<file path="config.mk">
export PLATFORM = sky130hd
export DESIGN_NAME = flash_log_record_placer_top_flat
export DESIGN_NICKNAME = d
export VERILOG_FILES = /design/src/design/flrp_pkg.sv /design/src/design/flrp_ifs.sv /design/src/design/flrp_mod_unit.sv /design/src/design/flash_log_record_placer_top.sv /design/src/flat_wrapper.sv
export SDC_FILE = /design/constraint.sdc
export NUM_CORES = 2
export LEC_CHECK = 0
export BUFFER_PORTS_ARGS = -buffer_cell sky130_fd_sc_hd__buf_2
export CORE_MARGIN = 4
export CORE_UTILIZATION = 55
export CTS_CLUSTER_DIAMETER = 120
export DETAILED_ROUTE_END_ITERATION = 12
export GPL_TIMING_DRIVEN = 0
export PLACE_DENSITY = 0.85
export SETUP_SLACK_MARGIN = 0.1
export SLEW_MARGIN = 10
export SYNTH_ARGS = -nofsm -noshare
export SYNTH_HDL_FRONTEND = slang
export SYNTH_SLANG_ARGS = --single-unit
</file>
<file path="constraint.sdc">
create_clock -name clk -period 10.5 [get_ports clk]
set_input_delay 1.05 -clock clk [delete_from_list [all_inputs] [get_ports clk]]
set_output_delay 1.05 -clock clk [all_outputs]
set_load 0.05 [all_outputs]
</file>
<file path="src/design/flrp_pkg.sv">
// ----------------------------------------------------------------------------
// flrp_pkg: shared types and constants of the flash log record placer
// Field widths, result kinds, error codes, register indexes, sequencer states
// and the request/response bundles of the shared remainder unit.
// ----------------------------------------------------------------------------
package flrp_pkg;

  // fixed sizes
  localparam int unsigned HEADER_BYTES = 16;
  localparam int unsigned MAX_RECORD   = 1024;
  localparam int unsigned LEN_W        = 11;
  localparam int unsigned ADDR_W       = 32;
  localparam int unsigned PAGE_W       = 16;
  localparam int unsigned DVD_W        = ADDR_W + 1;
  localparam int unsigned ERASE_MAX    = 7;
  localparam int unsigned CNT_W        = $clog2(ERASE_MAX + 1);

  // result kinds
  localparam logic [1:0] KIND_ERASE  = 2'd0;
  localparam logic [1:0] KIND_PLACED = 2'd1;
  localparam logic [1:0] KIND_ERROR  = 2'd2;

  // error codes
  localparam logic [1:0] ERR_NONE       = 2'd0;
  localparam logic [1:0] ERR_REGION     = 2'd1;
  localparam logic [1:0] ERR_LENGTH     = 2'd2;
  localparam logic [1:0] ERR_PAST_END   = 2'd3;

  // register indexes (word address bits)
  localparam logic [1:0] REG_REGION_START = 2'd0;
  localparam logic [1:0] REG_REGION_SIZE  = 2'd1;
  localparam logic [1:0] REG_PAGE_SIZE    = 2'd2;
  localparam logic [1:0] REG_RECORD_LIMIT = 2'd3;

  // reset values of the registers
  localparam logic [ADDR_W-1:0] RST_REGION_SIZE  = 32'd65536;
  localparam logic [PAGE_W-1:0] RST_PAGE_SIZE    = 16'd4096;
  localparam logic [LEN_W-1:0]  RST_RECORD_LIMIT = 11'd1024;

  // sequencer states
  typedef enum logic [2:0] {
    ST_IDLE,
    ST_DIV_START,
    ST_DIV_SIZE,
    ST_DIV_SPAN,
    ST_WALK,
    ST_EMIT
  } state_t;

  // remainder unit request and response
  typedef struct packed {
    logic              start;
    logic [DVD_W-1:0]  dividend;
    logic [PAGE_W-1:0] divisor;
  } mod_req_t;

  typedef struct packed {
    logic              done;
    logic [PAGE_W-1:0] rem;
  } mod_rsp_t;

endpackage

</file>
<file path="src/design/flrp_ifs.sv">
// ----------------------------------------------------------------------------
// flrp_ifs: valid/ready channels of the flash log record placer
// Request channel carries a record length, result channel one result item.
// ----------------------------------------------------------------------------
interface flrp_in_if
  import flrp_pkg::*;
();
  logic             valid;
  logic             ready;
  logic [LEN_W-1:0] record_length;

  modport source (output valid, output record_length, input ready);
  modport sink   (input valid, input record_length, output ready);
endinterface

interface flrp_out_if
  import flrp_pkg::*;
();
  logic              valid;
  logic              ready;
  logic [1:0]        kind;
  logic [ADDR_W-1:0] page_or_header_addr;
  logic [ADDR_W-1:0] payload_addr;
  logic [ADDR_W-1:0] previous_addr;
  logic [ADDR_W-1:0] following_addr;
  logic              wrapped;
  logic [1:0]        error_code;
  logic              last;

  modport source (
    output valid, output kind, output page_or_header_addr, output payload_addr,
    output previous_addr, output following_addr, output wrapped,
    output error_code, output last, input ready
  );
  modport sink (
    input valid, input kind, input page_or_header_addr, input payload_addr,
    input previous_addr, input following_addr, input wrapped,
    input error_code, input last, output ready
  );
endinterface

</file>
<file path="src/design/flrp_mod_unit.sv">
// ----------------------------------------------------------------------------
// flrp_mod_unit: bit-serial remainder unit
// Restoring division, one dividend bit per cycle, remainder only. A start
// loads the operands; done pulses with the remainder after the last bit.
// ----------------------------------------------------------------------------
module flrp_mod_unit
  import flrp_pkg::*;
(
  input  logic     clk,
  input  logic     rst_n,
  input  mod_req_t req,
  output mod_rsp_t rsp
);

  localparam int unsigned STEP_W = $clog2(DVD_W + 1);

  logic              busy_r;
  logic              done_r;
  logic [STEP_W-1:0] step_r;
  logic [DVD_W-1:0]  dvd_r;
  logic [PAGE_W-1:0] dsr_r;
  logic [PAGE_W-1:0] rem_r;
  logic [PAGE_W-1:0] rem_nxt;
  logic [PAGE_W:0]   trial;

  // one restoring step: bring down the next bit, subtract if it fits
  always_comb begin
    trial = {rem_r, dvd_r[DVD_W-1]};
    if (trial >= {1'b0, dsr_r}) begin
      rem_nxt = PAGE_W'(trial - {1'b0, dsr_r});
    end else begin
      rem_nxt = trial[PAGE_W-1:0];
    end
  end

  // control
  always_ff @(posedge clk) begin
    if (!rst_n) begin
      busy_r <= 1'b0;
      done_r <= 1'b0;
      step_r <= '0;
    end else begin
      done_r <= 1'b0;
      if (req.start) begin
        busy_r <= 1'b1;
        step_r <= STEP_W'(DVD_W);
      end else if (busy_r) begin
        step_r <= step_r - 1'b1;
        if (step_r == STEP_W'(1)) begin
          busy_r <= 1'b0;
          done_r <= 1'b1;
        end
      end
    end
  end

  // datapath
  always_ff @(posedge clk) begin
    if (req.start) begin
      dvd_r <= req.dividend;
      dsr_r <= req.divisor;
      rem_r <= '0;
    end else if (busy_r) begin
      dvd_r <= {dvd_r[DVD_W-2:0], 1'b0};
      rem_r <= rem_nxt;
    end
  end

  assign rsp.done = done_r;
  assign rsp.rem  = rem_r;

endmodule

</file>
<file path="src/design/flash_log_record_placer_top.sv">
// ----------------------------------------------------------------------------
// flash_log_record_placer_top: places appended records in a circular log
// Checks the region settings, places the header, walks the header and data
// spans for page erases and then reports erases and the placement, or an error.
// ----------------------------------------------------------------------------
// Sequence of a placement: four remainder passes (region start, region size, header span,
// data span), a closing step for each span walk, a walk step per erase and a result transfer
// per item. Settings or length errors end after zero, one or two remainder passes.
// Throughput: one request at a time; the request channel is ready only when idle, from the cycle
// after the last result transfer.
// Reset: registers take their reset values, both record addresses clear to zero, idle.
module flash_log_record_placer_top
  import flrp_pkg::*;
(
  input  logic               clk,
  input  logic               rst_n,
  flrp_in_if.sink            in_ch,
  flrp_out_if.source         out_ch,
  input  logic               psel,
  input  logic               penable,
  input  logic               pwrite,
  input  logic [3:0]         paddr,
  input  logic [31:0]        pwdata,
  output logic [31:0]        prdata,
  output logic               pready
);

  // configuration registers
  logic [ADDR_W-1:0] region_start_r;
  logic [ADDR_W-1:0] region_size_r;
  logic [PAGE_W-1:0] page_size_r;
  logic [LEN_W-1:0]  record_limit_r;

  // log state
  logic [ADDR_W-1:0] cur_r, cur_nxt;
  logic [ADDR_W-1:0] next_r, next_nxt;

  // request state
  state_t             state_r, state_nxt;
  logic [LEN_W-1:0]   len_r, len_nxt;
  logic [ADDR_W-1:0]  hdr_r, hdr_nxt;
  logic [ADDR_W:0]    fol_r, fol_nxt;
  logic [ADDR_W-1:0]  end_r, end_nxt;
  logic               wrap_r, wrap_nxt;
  logic               span_data_r, span_data_nxt;
  logic [LEN_W-1:0]   span_len_r, span_len_nxt;
  logic [PAGE_W-1:0]  dist_r, dist_nxt;
  logic [ADDR_W+1:0]  ea_r, ea_nxt;
  logic [CNT_W-1:0]   n_r, n_nxt;
  logic [CNT_W-1:0]   k_r, k_nxt;
  logic [1:0]         fin_kind_r, fin_kind_nxt;
  logic [1:0]         fin_err_r, fin_err_nxt;
  logic [ADDR_W-1:0]  eb_r [ERASE_MAX];
  logic               eb_we;
  logic [ADDR_W-1:0]  eb_wdata;

  mod_req_t mod_req;
  mod_rsp_t mod_rsp;

  logic              cfg_wr;
  logic              in_xfer;
  logic              out_xfer;
  logic              region_bad;
  logic              len_bad;
  logic [ADDR_W:0]   region_sum;
  logic [ADDR_W:0]   fol_here;
  logic [ADDR_W:0]   fol_wrap;
  logic [ADDR_W:0]   span_addr;
  logic [ADDR_W+2:0] ea_page_end;
  logic              last_item;

  flrp_mod_unit u_mod (
    .clk   (clk),
    .rst_n (rst_n),
    .req   (mod_req),
    .rsp   (mod_rsp)
  );

  // configuration port
  assign pready = 1'b1;
  assign cfg_wr = psel && penable && pwrite;

  always_comb begin
    case (paddr[3:2])
      REG_REGION_START: prdata = region_start_r;
      REG_REGION_SIZE:  prdata = region_size_r;
      REG_PAGE_SIZE:    prdata = {16'd0, page_size_r};
      REG_RECORD_LIMIT: prdata = {21'd0, record_limit_r};
      default:          prdata = '0;
    endcase
  end

  always_ff @(posedge clk) begin
    if (!rst_n) begin
      region_start_r <= '0;
      region_size_r  <= RST_REGION_SIZE;
      page_size_r    <= RST_PAGE_SIZE;
      record_limit_r <= RST_RECORD_LIMIT;
    end else if (cfg_wr) begin
      case (paddr[3:2])
        REG_REGION_START: region_start_r <= pwdata;
        REG_REGION_SIZE:  region_size_r  <= pwdata;
        REG_PAGE_SIZE:    page_size_r    <= pwdata[PAGE_W-1:0];
        REG_RECORD_LIMIT: record_limit_r <= pwdata[LEN_W-1:0];
        default: ;
      endcase
    end
  end

  // handshakes
  assign in_ch.ready = (state_r == ST_IDLE);
  assign in_xfer     = in_ch.valid && in_ch.ready;
  assign out_xfer    = out_ch.valid && out_ch.ready;
  assign last_item   = (k_r == n_r);

  // settings checks that need no remainder
  assign region_sum = {1'b0, region_start_r} + {1'b0, region_size_r};
  assign region_bad = (region_size_r == '0) || region_sum[ADDR_W] ||
                      ({21'd0, record_limit_r} + HEADER_BYTES > region_size_r);
  assign len_bad    = (len_r == '0) || (len_r > LEN_W'(MAX_RECORD)) ||
                      (len_r > record_limit_r);

  // candidate placements
  assign fol_here = {1'b0, next_r} + (ADDR_W + 1)'(HEADER_BYTES) + {22'd0, len_r};
  assign fol_wrap = {1'b0, region_start_r} + (ADDR_W + 1)'(HEADER_BYTES) +
                    {22'd0, len_r};

  // span start and boundary look-ahead
  assign span_addr   = {1'b0, hdr_r} +
                       (span_data_r ? (ADDR_W + 1)'(HEADER_BYTES) : '0);
  assign ea_page_end = {1'b0, ea_r} + {19'd0, page_size_r};

  // sequencer
  always_comb begin
    state_nxt     = state_r;
    len_nxt       = len_r;
    hdr_nxt       = hdr_r;
    fol_nxt       = fol_r;
    end_nxt       = end_r;
    wrap_nxt      = wrap_r;
    span_data_nxt = span_data_r;
    span_len_nxt  = span_len_r;
    dist_nxt      = dist_r;
    ea_nxt        = ea_r;
    n_nxt         = n_r;
    k_nxt         = k_r;
    fin_kind_nxt  = fin_kind_r;
    fin_err_nxt   = fin_err_r;
    cur_nxt       = cur_r;
    next_nxt      = next_r;
    eb_we         = 1'b0;
    eb_wdata      = ea_r[ADDR_W-1:0];
    mod_req.start    = 1'b0;
    mod_req.dividend = {1'b0, region_start_r};
    mod_req.divisor  = page_size_r;

    case (state_r)
      ST_IDLE: begin
        if (cfg_wr && (paddr[3:2] == REG_REGION_START)) begin
          cur_nxt  = pwdata;
          next_nxt = pwdata;
        end
        if (in_xfer) begin
          len_nxt      = in_ch.record_length;
          n_nxt        = '0;
          k_nxt        = '0;
          wrap_nxt     = 1'b0;
          fin_kind_nxt = KIND_ERROR;
          fin_err_nxt  = ERR_REGION;
          if (page_size_r == '0) begin
            state_nxt = ST_EMIT;
          end else begin
            mod_req.start = 1'b1;
            state_nxt     = ST_DIV_START;
          end
        end
      end

      // region start must sit on a page boundary
      ST_DIV_START: begin
        if (mod_rsp.done) begin
          if (mod_rsp.rem != '0) begin
            state_nxt = ST_EMIT;
          end else begin
            mod_req.start    = 1'b1;
            mod_req.dividend = {1'b0, region_size_r};
            state_nxt        = ST_DIV_SIZE;
          end
        end
      end

      // region size check, length check, then header placement
      ST_DIV_SIZE: begin
        if (mod_rsp.done) begin
          if ((mod_rsp.rem != '0) || region_bad) begin
            state_nxt = ST_EMIT;
          end else if (len_bad) begin
            fin_err_nxt = ERR_LENGTH;
            state_nxt   = ST_EMIT;
          end else begin
            end_nxt       = region_sum[ADDR_W-1:0];
            span_data_nxt = 1'b0;
            span_len_nxt  = LEN_W'(HEADER_BYTES);
            mod_req.start = 1'b1;
            state_nxt     = ST_DIV_SPAN;
            if (fol_here > region_sum) begin
              hdr_nxt          = region_start_r;
              fol_nxt          = fol_wrap;
              wrap_nxt         = 1'b1;
              eb_we            = 1'b1;
              eb_wdata         = region_start_r;
              n_nxt            = CNT_W'(1);
              mod_req.dividend = {1'b0, region_start_r};
            end else begin
              hdr_nxt          = next_r;
              fol_nxt          = fol_here;
              mod_req.dividend = {1'b0, next_r};
            end
          end
        end
      end

      // distance to the first boundary of the span
      ST_DIV_SPAN: begin
        if (mod_rsp.done) begin
          dist_nxt  = page_size_r - mod_rsp.rem;
          ea_nxt    = {1'b0, span_addr} + {18'd0, page_size_r - mod_rsp.rem};
          state_nxt = ST_WALK;
        end
      end

      // one page boundary per cycle
      ST_WALK: begin
        if (({5'd0, span_len_r} < dist_r) ||
            ((ea_r == {2'b0, end_r}) && ({5'd0, span_len_r} == dist_r))) begin
          if (!span_data_r) begin
            span_data_nxt    = 1'b1;
            span_len_nxt     = len_r;
            mod_req.start    = 1'b1;
            mod_req.dividend = {1'b0, hdr_r} + (ADDR_W + 1)'(HEADER_BYTES);
            state_nxt        = ST_DIV_SPAN;
          end else begin
            fin_kind_nxt = KIND_PLACED;
            fin_err_nxt  = ERR_NONE;
            state_nxt    = ST_EMIT;
          end
        end else if (ea_page_end > {3'b0, end_r}) begin
          fin_kind_nxt = KIND_ERROR;
          fin_err_nxt  = ERR_PAST_END;
          state_nxt    = ST_EMIT;
        end else if (n_r == CNT_W'(ERASE_MAX)) begin
          n_nxt        = '0;
          fin_kind_nxt = KIND_ERROR;
          fin_err_nxt  = ERR_REGION;
          state_nxt    = ST_EMIT;
        end else begin
          eb_we        = 1'b1;
          n_nxt        = n_r + 1'b1;
          span_len_nxt = span_len_r - dist_r[LEN_W-1:0];
          dist_nxt     = page_size_r;
          ea_nxt       = ea_page_end[ADDR_W+1:0];
        end
      end

      // buffered erases first, then the closing result
      ST_EMIT: begin
        if (out_xfer) begin
          if (last_item) begin
            if (fin_kind_r == KIND_PLACED) begin
              cur_nxt  = hdr_r;
              next_nxt = fol_r[ADDR_W-1:0];
            end
            state_nxt = ST_IDLE;
          end else begin
            k_nxt = k_r + 1'b1;
          end
        end
      end

      default: state_nxt = ST_IDLE;
    endcase
  end

  // control registers
  always_ff @(posedge clk) begin
    if (!rst_n) begin
      state_r <= ST_IDLE;
      cur_r   <= '0;
      next_r  <= '0;
      n_r     <= '0;
      k_r     <= '0;
    end else begin
      state_r <= state_nxt;
      cur_r   <= cur_nxt;
      next_r  <= next_nxt;
      n_r     <= n_nxt;
      k_r     <= k_nxt;
    end
  end

  // request payload registers
  always_ff @(posedge clk) begin
    len_r       <= len_nxt;
    hdr_r       <= hdr_nxt;
    fol_r       <= fol_nxt;
    end_r       <= end_nxt;
    wrap_r      <= wrap_nxt;
    span_data_r <= span_data_nxt;
    span_len_r  <= span_len_nxt;
    dist_r      <= dist_nxt;
    ea_r        <= ea_nxt;
    fin_kind_r  <= fin_kind_nxt;
    fin_err_r   <= fin_err_nxt;
    if (eb_we) begin
      eb_r[n_r] <= eb_wdata;
    end
  end

  // result channel
  always_comb begin
    out_ch.valid               = (state_r == ST_EMIT);
    out_ch.kind                = KIND_ERASE;
    out_ch.page_or_header_addr = '0;
    out_ch.payload_addr        = '0;
    out_ch.previous_addr       = '0;
    out_ch.following_addr      = '0;
    out_ch.wrapped             = 1'b0;
    out_ch.error_code          = ERR_NONE;
    out_ch.last                = 1'b0;
    if (!last_item) begin
      out_ch.page_or_header_addr = eb_r[k_r];
    end else begin
      out_ch.kind       = fin_kind_r;
      out_ch.error_code = fin_err_r;
      out_ch.last       = 1'b1;
      if (fin_kind_r == KIND_PLACED) begin
        out_ch.page_or_header_addr = hdr_r;
        out_ch.payload_addr        = hdr_r + ADDR_W'(HEADER_BYTES);
        out_ch.previous_addr       = cur_r;
        out_ch.following_addr      = fol_r[ADDR_W-1:0];
        out_ch.wrapped             = wrap_r;
      end
    end
  end

endmodule
</file>
<file path="src/flat_wrapper.sv">
// flat-port wrapper written by rule: the top's interface ports become plain ports
module flash_log_record_placer_top_flat import flrp_pkg::*;
  (clk, rst_n, psel, penable, pwrite, paddr, pwdata, prdata, pready, in_ch_valid, in_ch_record_length, in_ch_ready, out_ch_valid, out_ch_kind, out_ch_page_or_header_addr, out_ch_payload_addr, out_ch_previous_addr, out_ch_following_addr, out_ch_wrapped, out_ch_error_code, out_ch_last, out_ch_ready);
  flrp_in_if in_ch_i ();
  flrp_out_if out_ch_i ();
  input  logic clk;
  input  logic rst_n;
  input  logic psel;
  input  logic penable;
  input  logic pwrite;
  input  logic [3:0] paddr;
  input  logic [31:0] pwdata;
  output logic [31:0] prdata;
  output logic pready;
  input wire logic [$bits(in_ch_i.valid)-1:0] in_ch_valid;
  input wire logic [$bits(in_ch_i.record_length)-1:0] in_ch_record_length;
  output wire logic [$bits(in_ch_i.ready)-1:0] in_ch_ready;
  output wire logic [$bits(out_ch_i.valid)-1:0] out_ch_valid;
  output wire logic [$bits(out_ch_i.kind)-1:0] out_ch_kind;
  output wire logic [$bits(out_ch_i.page_or_header_addr)-1:0] out_ch_page_or_header_addr;
  output wire logic [$bits(out_ch_i.payload_addr)-1:0] out_ch_payload_addr;
  output wire logic [$bits(out_ch_i.previous_addr)-1:0] out_ch_previous_addr;
  output wire logic [$bits(out_ch_i.following_addr)-1:0] out_ch_following_addr;
  output wire logic [$bits(out_ch_i.wrapped)-1:0] out_ch_wrapped;
  output wire logic [$bits(out_ch_i.error_code)-1:0] out_ch_error_code;
  output wire logic [$bits(out_ch_i.last)-1:0] out_ch_last;
  input wire logic [$bits(out_ch_i.ready)-1:0] out_ch_ready;
  assign in_ch_i.valid = in_ch_valid;
  assign in_ch_i.record_length = in_ch_record_length;
  assign in_ch_ready = in_ch_i.ready;
  assign out_ch_valid = out_ch_i.valid;
  assign out_ch_kind = out_ch_i.kind;
  assign out_ch_page_or_header_addr = out_ch_i.page_or_header_addr;
  assign out_ch_payload_addr = out_ch_i.payload_addr;
  assign out_ch_previous_addr = out_ch_i.previous_addr;
  assign out_ch_following_addr = out_ch_i.following_addr;
  assign out_ch_wrapped = out_ch_i.wrapped;
  assign out_ch_error_code = out_ch_i.error_code;
  assign out_ch_last = out_ch_i.last;
  assign out_ch_i.ready = out_ch_ready;
  flash_log_record_placer_top u_core (.clk(clk), .rst_n(rst_n), .in_ch(in_ch_i), .out_ch(out_ch_i), .psel(psel), .penable(penable), .pwrite(pwrite), .paddr(paddr), .pwdata(pwdata), .prdata(prdata), .pready(pready));
endmodule
</file>
---- After elaboration in Yosys (flattened, before gate mapping) ----
Memories as Yosys holds them, arrays and structs flattened. A register that Yosys moved wholly into a read port is not among the register bits.
Cells that the tools add are included.
operators by class
  $add $sub $neg .......................... 17
  order comparisons ....................... 7
  equality and inequality tests ........... 36
  multiplexer cells ....................... 135
  bitwise gates (word level) .............. 4
  reduce and logical (&&, ||, !) cells .... 43
operators by type and width
  operator                                       number
  2-to-1 mux 32 bit                              23
  2-to-1 mux 34 bit                              11
  case mux 32 bit (2 select lines)               2
  case mux 32 bit (4 select lines)               1
  case mux 33 bit (3 select lines)               1
  2-to-1 mux 16 bit                              5
  2-to-1 mux 3 bit                               26
  2-to-1 mux 11 bit                              7
  case mux 34 bit (2 select lines)               1
  adder 32 x 5 -> 33 bit, second input constant  2
  2-to-1 mux 33 bit                              2
  adder 32 x 5 -> 32 bit, second input constant  2
  adder 34 x 16 -> 35 bit                        1
  greater-than comparator 35 x 32 -> 1 bit       1
  adder 33 x 16 -> 34 bit                        1
  == test 34 x 32 -> 1 bit                       1
  adder 32 x 32 -> 33 bit                        1
  adder 32 x 33 -> 33 bit                        1
  adder 33 x 11 -> 33 bit                        1
  greater-than comparator 33 bit                 1
  adder 32 x 11 -> 32 bit                        1
  greater-than comparator 32 bit                 1
  logical NOT 32 bit                             1
  case mux 16 bit (2 select lines)               1
  other kinds (52)                               147
storage, ports and cells
  flip-flop bits (word level) ............. 411
  RAM bits ................................ 224
  bits of input ports ..................... 54
  output and inout bits ................... 169
  word-level logic and storage cells ...... 270
  memories kept ........................... 1
memory list
  memory       words  width  read ports  clocked after memory_dff  wr ports  RTL line                           RTL
  u_core.eb_r  7      32     1           1                         1         flash_log_record_placer_top.sv:53  logic [ADDR_W-1:0] eb_r [ERASE_MAX];

---- Logic depth before layout (Yosys ltp) ----
  depth in word-level cells ............... 10
  depth in mapped cells ................... 26
  gate-level depth less buffers ........... 24

---- By module ----
From an unflattened synthesis, not the netlist that was laid out.
unflattened totals
  cell total of the unflattened synthesis .. 3,908
  area total of the unflattened synthesis .. 38,838.5 um^2
by module, submodules not included
  module                       instances  cells an instance  area each (um^2)  seq. area each (um^2)
  flash_log_record_placer_top  1          3,575              35,069.9          15,294.7
  flrp_mod_unit                1          333                3,768.6           1,951.9

---- Worst setup path after synthesis ----
Ideal clock, no wire load.
  kind .................................... reg2reg
  start ................................... register u_core.region_size_r[5]
  end ..................................... memory u_core.eb_r[2][0] (enable)
  library setup time ...................... 0.468 ns
  arrival ................................. 6.779 ns
  data required time ...................... 10.032 ns
  setup slack ............................. 3.253 ns
  cell stages (with the launch flop) ...... 23
  buffers on the path ..................... 2
  clock period less this slack ............ 7.247 ns
  path through ............................ dfxtp_1 -> ha_1 -> a21o_1 -> or3_1 -> o21ai_0 -> nand2_1 -> o21a_1 -> a221o_1 -> a21oi_1 -> o21bai_1 -> a21oi_1 -> xor2_1 -> ha_1 -> nand4_1 -> nor4_1 -> o21ai_0 -> a31oi_1 -> nor2_2 -> buf_2 -> clkbuf_1 -> nor2_1 -> o21bai_1 -> nor3b_1
on the way
  longest elaborated chain between the ends .. 9
  elaborated cells between the ends (all ways) .. 14
  classes of those cells .................. 1 x add/sub; 2 x order compare; 7 x mux; 4 x reduce/logical
RTL lines
  what                                                                RTL line                                                                RTL
  start: declaration                                                  flash_log_record_placer_top.sv:30                                       logic [ADDR_W-1:0] region_size_r;
  start signal: assignment                                            flash_log_record_placer_top.sv:102                                      REG_REGION_SIZE: region_size_r <= pwdata;
  adder 32 x 32 -> 33 bit or logical NOT 32 bit (tied branches)       flash_log_record_placer_top.sv:117, flash_log_record_placer_top.sv:118
  greater-than comparator 33 bit or logical OR 1 bit (tied branches)  flash_log_record_placer_top.sv:206, flash_log_record_placer_top.sv:118
  2-to-1 mux 1 bit or logical OR 1 bit (tied branches)                flash_log_record_placer_top.sv:206, flash_log_record_placer_top.sv:118
  2-to-1 mux 1 bit or logical OR 1 bit (tied branches)                flash_log_record_placer_top.sv:197, flash_log_record_placer_top.sv:195
  2-to-1 mux 1 bit (*)                                                flash_log_record_placer_top.sv:195                                      if ((mod_rsp.rem != '0) || region_bad) begin
  2-to-1 mux 1 bit (*)                                                flash_log_record_placer_top.sv:194                                      if (mod_rsp.done) begin
  case mux 1 bit (2 select lines) (*)                                 flash_log_record_placer_top.sv:157                                      case (state_r)
  2-to-1 mux 1 bit (*)                                                flash_log_record_placer_top.sv:314                                      if (eb_we) begin
  2-to-1 mux 1 bit (implied by the code) (*)                          flash_log_record_placer_top.sv:315                                      eb_r[n_r] <= eb_wdata;
  end: declaration                                                    flash_log_record_placer_top.sv:53
Mark *: on every way between the ends. The rest lies on a longest branch, timed or not.

---- Worst setup path in the final report ----
  start ................................... register u_core.region_start_r[5]
  end ..................................... memory u_core.eb_r[1][12], data pin
on the way
  longest elaborated chain between the ends .. 7
  elaborated cells between the ends (all ways) .. 10
  classes of those cells .................. 1 x add/sub; 1 x order compare; 5 x mux; 3 x reduce/logical
RTL lines
  what                                                                RTL line                                                                RTL
  start: declaration                                                  flash_log_record_placer_top.sv:29                                       logic [ADDR_W-1:0] region_start_r;
  start signal: assignment                                            flash_log_record_placer_top.sv:101                                      REG_REGION_START: region_start_r <= pwdata;
  adder 32 x 32 -> 33 bit (*)                                         flash_log_record_placer_top.sv:117                                      assign region_sum = {1'b0, region_start_r} + {1'b0, region_size_r};
  greater-than comparator 33 bit or logical OR 1 bit (tied branches)  flash_log_record_placer_top.sv:206, flash_log_record_placer_top.sv:118
  2-to-1 mux 32 bit or logical OR 1 bit (tied branches)               flash_log_record_placer_top.sv:206, flash_log_record_placer_top.sv:118
  2-to-1 mux 32 bit or logical OR 1 bit (tied branches)               flash_log_record_placer_top.sv:197, flash_log_record_placer_top.sv:195
  2-to-1 mux 32 bit (*)                                               flash_log_record_placer_top.sv:195
  2-to-1 mux 32 bit (*)                                               flash_log_record_placer_top.sv:194
  2-to-1 mux 32 bit (*)                                               flash_log_record_placer_top.sv:157
  named net u_core.eb_wdata[12]                                       flash_log_record_placer_top.sv:55                                       logic [ADDR_W-1:0] eb_wdata;
Mark *: on every way through the listed nets, which the timed path passes. The rest lies on a longest branch.

==> impl_metrics.tcl <==
set metrics [dict create \
    yosysWarnings 0 \
    cts_tree "built" \
    synth_edf_count 447 \
    status "complete, no violations" \
    r2r_start "u_core.region_start_r[5]" \
    synth.avg_cell_area_um2 9.469 \
    fill_cells 5806 \
    synth_seq_area_share_pct 43.90 \
    wire_per_inst_um 27.92 \
    dp_cells 5332 \
    die_w_um 275.3 \
    dr_total_vias 35760 \
    nets 4773 \
    drt_pass1_iterations 6 \
    crit_end "u_core.eb_r[1][12]" \
    maxCapViolCount 0 \
    cp.arrival_ps 9560 \
    min_path_type "reg -> reg" \
    antenna_found_initial 9 \
    worst_slew_pin_slew_ps 1465 \
    core_area_mm2 0.07039 \
    cts_setup_buffers 0 \
    r2r_end "u_core.eb_r[1][12]" \
    cts_buffers 70 \
    drc_errors 0 \
    r2r_slack_ps 1250 \
    grt_overflow_total 0 \
    crit_type "reg -> reg" \
    slew_violations 0 \
    grt.total_usage_pct 39.37 \
    hold_slack_ps 500.9 \
    rsz0062_at_grt "false" \
    wl_um 152700 \
    post-route-period-util_pct 88.13 \
    grt_start_max_net_pins 51 \
    io_pins 223 \
    dr_wl_met2_um 65410 \
    power-per-cell-area_mw_per_mm2 206.7 \
    fmax_mhz 108.1 \
    fp.dieH_um 275.3 \
    crit_path_end_kind "flip-flop" \
    p_leak_nw 17.30 \
    synth_seq_cells 638 \
    syn_nets 4458 \
    clockRootBuffer "clkbuf_16" \
    synthToLayoutAreaGrowth_pct 12.67 \
    clock_latency_ps 650 \
    dp_hpwl_um 117100 \
    viasPerCell 6.541 \
    met3WireLength_um 20300 \
    cts_hold_buf 0 \
    grt_pass1_wl_um 219100 \
    postPlaceCellArea_mm2 0.04191 \
    async_flop_share_pct 0 \
    reg2regPathDepth 22 \
    clock_path_buffers 3 \
    finalHoldViolCount 0 \
    period_minus_slack_ps 9254 \
    setup_tns_ps 0 \
    relSlewSlack_pct 2.139 \
    path_max_fanout 10 \
    cts_resized 0 \
    cts.sinks 638 \
    seqCellArea_mm2 0.01725 \
    wl_met1_um 54910 \
    synthCells 4149 \
    die_area_mm2 0.07577 \
    stdcell_area_mm2 0.04426 \
    multi_input_area_mm2 0.02039 \
    setup_violations 0 \
    gp_congestion 1.054 \
    clkTransAtPathRegs_ps 70 \
    grt_pass1_vias 33770 \
    yosysUniqueCellTypes 89 \
    clock_skew_ps 42.59 \
    critPathRequiredTime_ps 10810 \
    layoutNonFillerInstCount 5468 \
    top_layer "met5" \
    initial_core_util_pct 55.81 \
    htreeDepth 3 \
    ir_drop_uv 149.5 \
    core.rowCount 97 \
    synth_ff_type "edfxtp_1" \
    ant_nets 0 \
    utilization_pct 62.88 \
    syn_area_mm2 0.03929 \
    numPortBuffers 217 \
    setup.worst_path.start_class "flip-flop" \
    drt_iter0_markers 5450 \
    drive_above_1_share_pct 11.28 \
    crit_path_start "u_core.region_start_r[5]" \
]
## sequential cells by signal (all words and copies together) (netlist names), 6 cells and up, named ones only
register               flops
u_core.ea_r               34
u_core.span_len_r         11
u_core.dist_r             16
u_core.len_r              11
u_core.eb_r              224
u_core.u_mod.dvd_r        33
u_core.region_size_r      32
u_core.fol_r              32
u_core.hdr_r              32
u_core.end_r              32
u_core.region_start_r     32
u_core.u_mod.dsr_r        16
u_core.next_r             32
u_core.cur_r              32
u_core.record_limit_r     11
u_core.page_size_r        16
u_core.u_mod.step_r        6
u_core.u_mod.rem_r        16
## cell usage in the layout, fill, tap and decap left out, drive strengths merged, types with 10 or more instances in the layout
cell type / instances
xnor2: 146
edfxtp: 447
mux4: 43
nand4: 49
nand2b: 24
and2: 83
a211oi: 93
and3: 39
nor2b: 55
nor3: 52
mux2: 36
clkbuf: 268
o22ai: 17
a21o: 57
xor2: 128
nor4: 42
nor2: 342
o21ai: 250
nand3: 81
o21bai: 21
a221oi: 11
o211ai: 18
mux2i: 107
a21oi: 323
ha: 247
clkinv: 29
buf: 291
inv: 213
o21a: 31
o31ai: 10
nand2: 605
dfxtp: 191
or3: 11
a31oi: 19
or2: 10
## critical path: stages, from the launching register on
cell and delay (ps):
dfxtp_1 760, ha_1 420, a21o_1 240, or3_1 330, o21ai_0 310, a311oi_1 280, o21ai_0 240, nand2b_1 130
a221oi_1 490, o21bai_1 120, a21oi_1 260, xor2_1 400, ha_1 230, nand4_1 160, nor4_1 690, o21ai_0 200
a31oi_1 350, nor2_2 200, inv_2 290, buf_1 740, nand2_1 720, clkbuf_1 480, o21ai_0 870
## through the flow
stage | total power [W] | setup slack, ps
floorplan | 0.005467 | 3253
global placement | 0.006466 | -1735
detailed placement | 0.006528 | 1839
CTS | 0.009028 | 1771
global route | 0.009486 | 1170
finish | 0.009151 | 1246
## cell type report
cell class	count	share of cell area [%]
well taps	940	2.657
diodes	7	0.03957
repair buffers	243	3.101
inverters	207	1.755
multi-input cells	3076	46.07
plain buffers	228	2.129
clock buffers	88	4.271
flip-flops and latches	638	38.96
clock inverters	41	1.015
## how the worst min path moves through the flow
stage	startpoint	end	slack [ps]	cells past startpoint
final	u_core.cur_r[27]	u_core.cur_r[27]	500	2
after CTS	u_core.cur_r[25]	u_core.cur_r[25]	500	2
after floorplan	u_core.record_limit_r[10]	u_core.record_limit_r[10]	460	2
after detailed placement	u_core.cur_r[25]	u_core.cur_r[25]	490	2
after global routing	u_core.cur_r[17]	u_core.cur_r[17]	520	2
after global placement	u_core.cur_r[26]	u_core.cur_r[26]	490	2
## report_power, final
part           leakage, nW  switching, W  internal, W
sequential            5.68      0.000139      0.00299
combinational         10.5       0.00238      0.00111
clock                 1.14       0.00113      0.00141
## kinds of logic (layout without fill, tap and decap cells)
| family | count (synthesis) | in the layout | synth area share [%] |
|---|---|---|---|
| simple gates | 1432 | 1432 | 16.77 |
| compound gates | 928 | 928 | 14.35 |
| flops | 638 | 638 | 43.90 |
| buf+inv | 435 | 807 | 4.363 |
| xor+xnor | 274 | 274 | 6.108 |
| fa+ha+maj | 255 | 255 | 8.274 |
| mux | 186 | 186 | 6.223 |
| other cells | 1 | 8 | 0.009545 |
## synth_stat cells, drive strengths merged, types with 42 or more instances
cell type | count | share of area [%]
nor2 | 342 | 3.3
nand2 | 605 | 5.8
buf | 48 | 0.67
a211oi | 93 | 1.8
nor3 | 52 | 0.68
xor2 | 128 | 2.9
nand3 | 81 | 1.0
a21oi | 323 | 4.1
edfxtp | 447 | 34
nand4 | 49 | 0.86
and2 | 83 | 1.3
clkbuf | 180 | 1.7
o21ai | 250 | 3.2
a21o | 57 | 1.1
xnor2 | 146 | 3.3
nor4 | 42 | 0.72
mux4 | 43 | 2.5
mux2i | 107 | 2.7
nor2b | 55 | 0.88
dfxtp | 191 | 9.7
inv | 206 | 2.0
ha | 247 | 7.9
## layer usage
| metal | global-route usage (%) | vias up |
|---|---|---|
| met1 | 50.84 | 16990 |
| met4 | 25.09 | 6 |
| met3 | 9.301 | 593 |
| li1 | - | 15470 |
| met2 | 59.84 | 2710 |
| met5 | 0 | - |
Note: power is estimated with default switching activity, not from simulation.
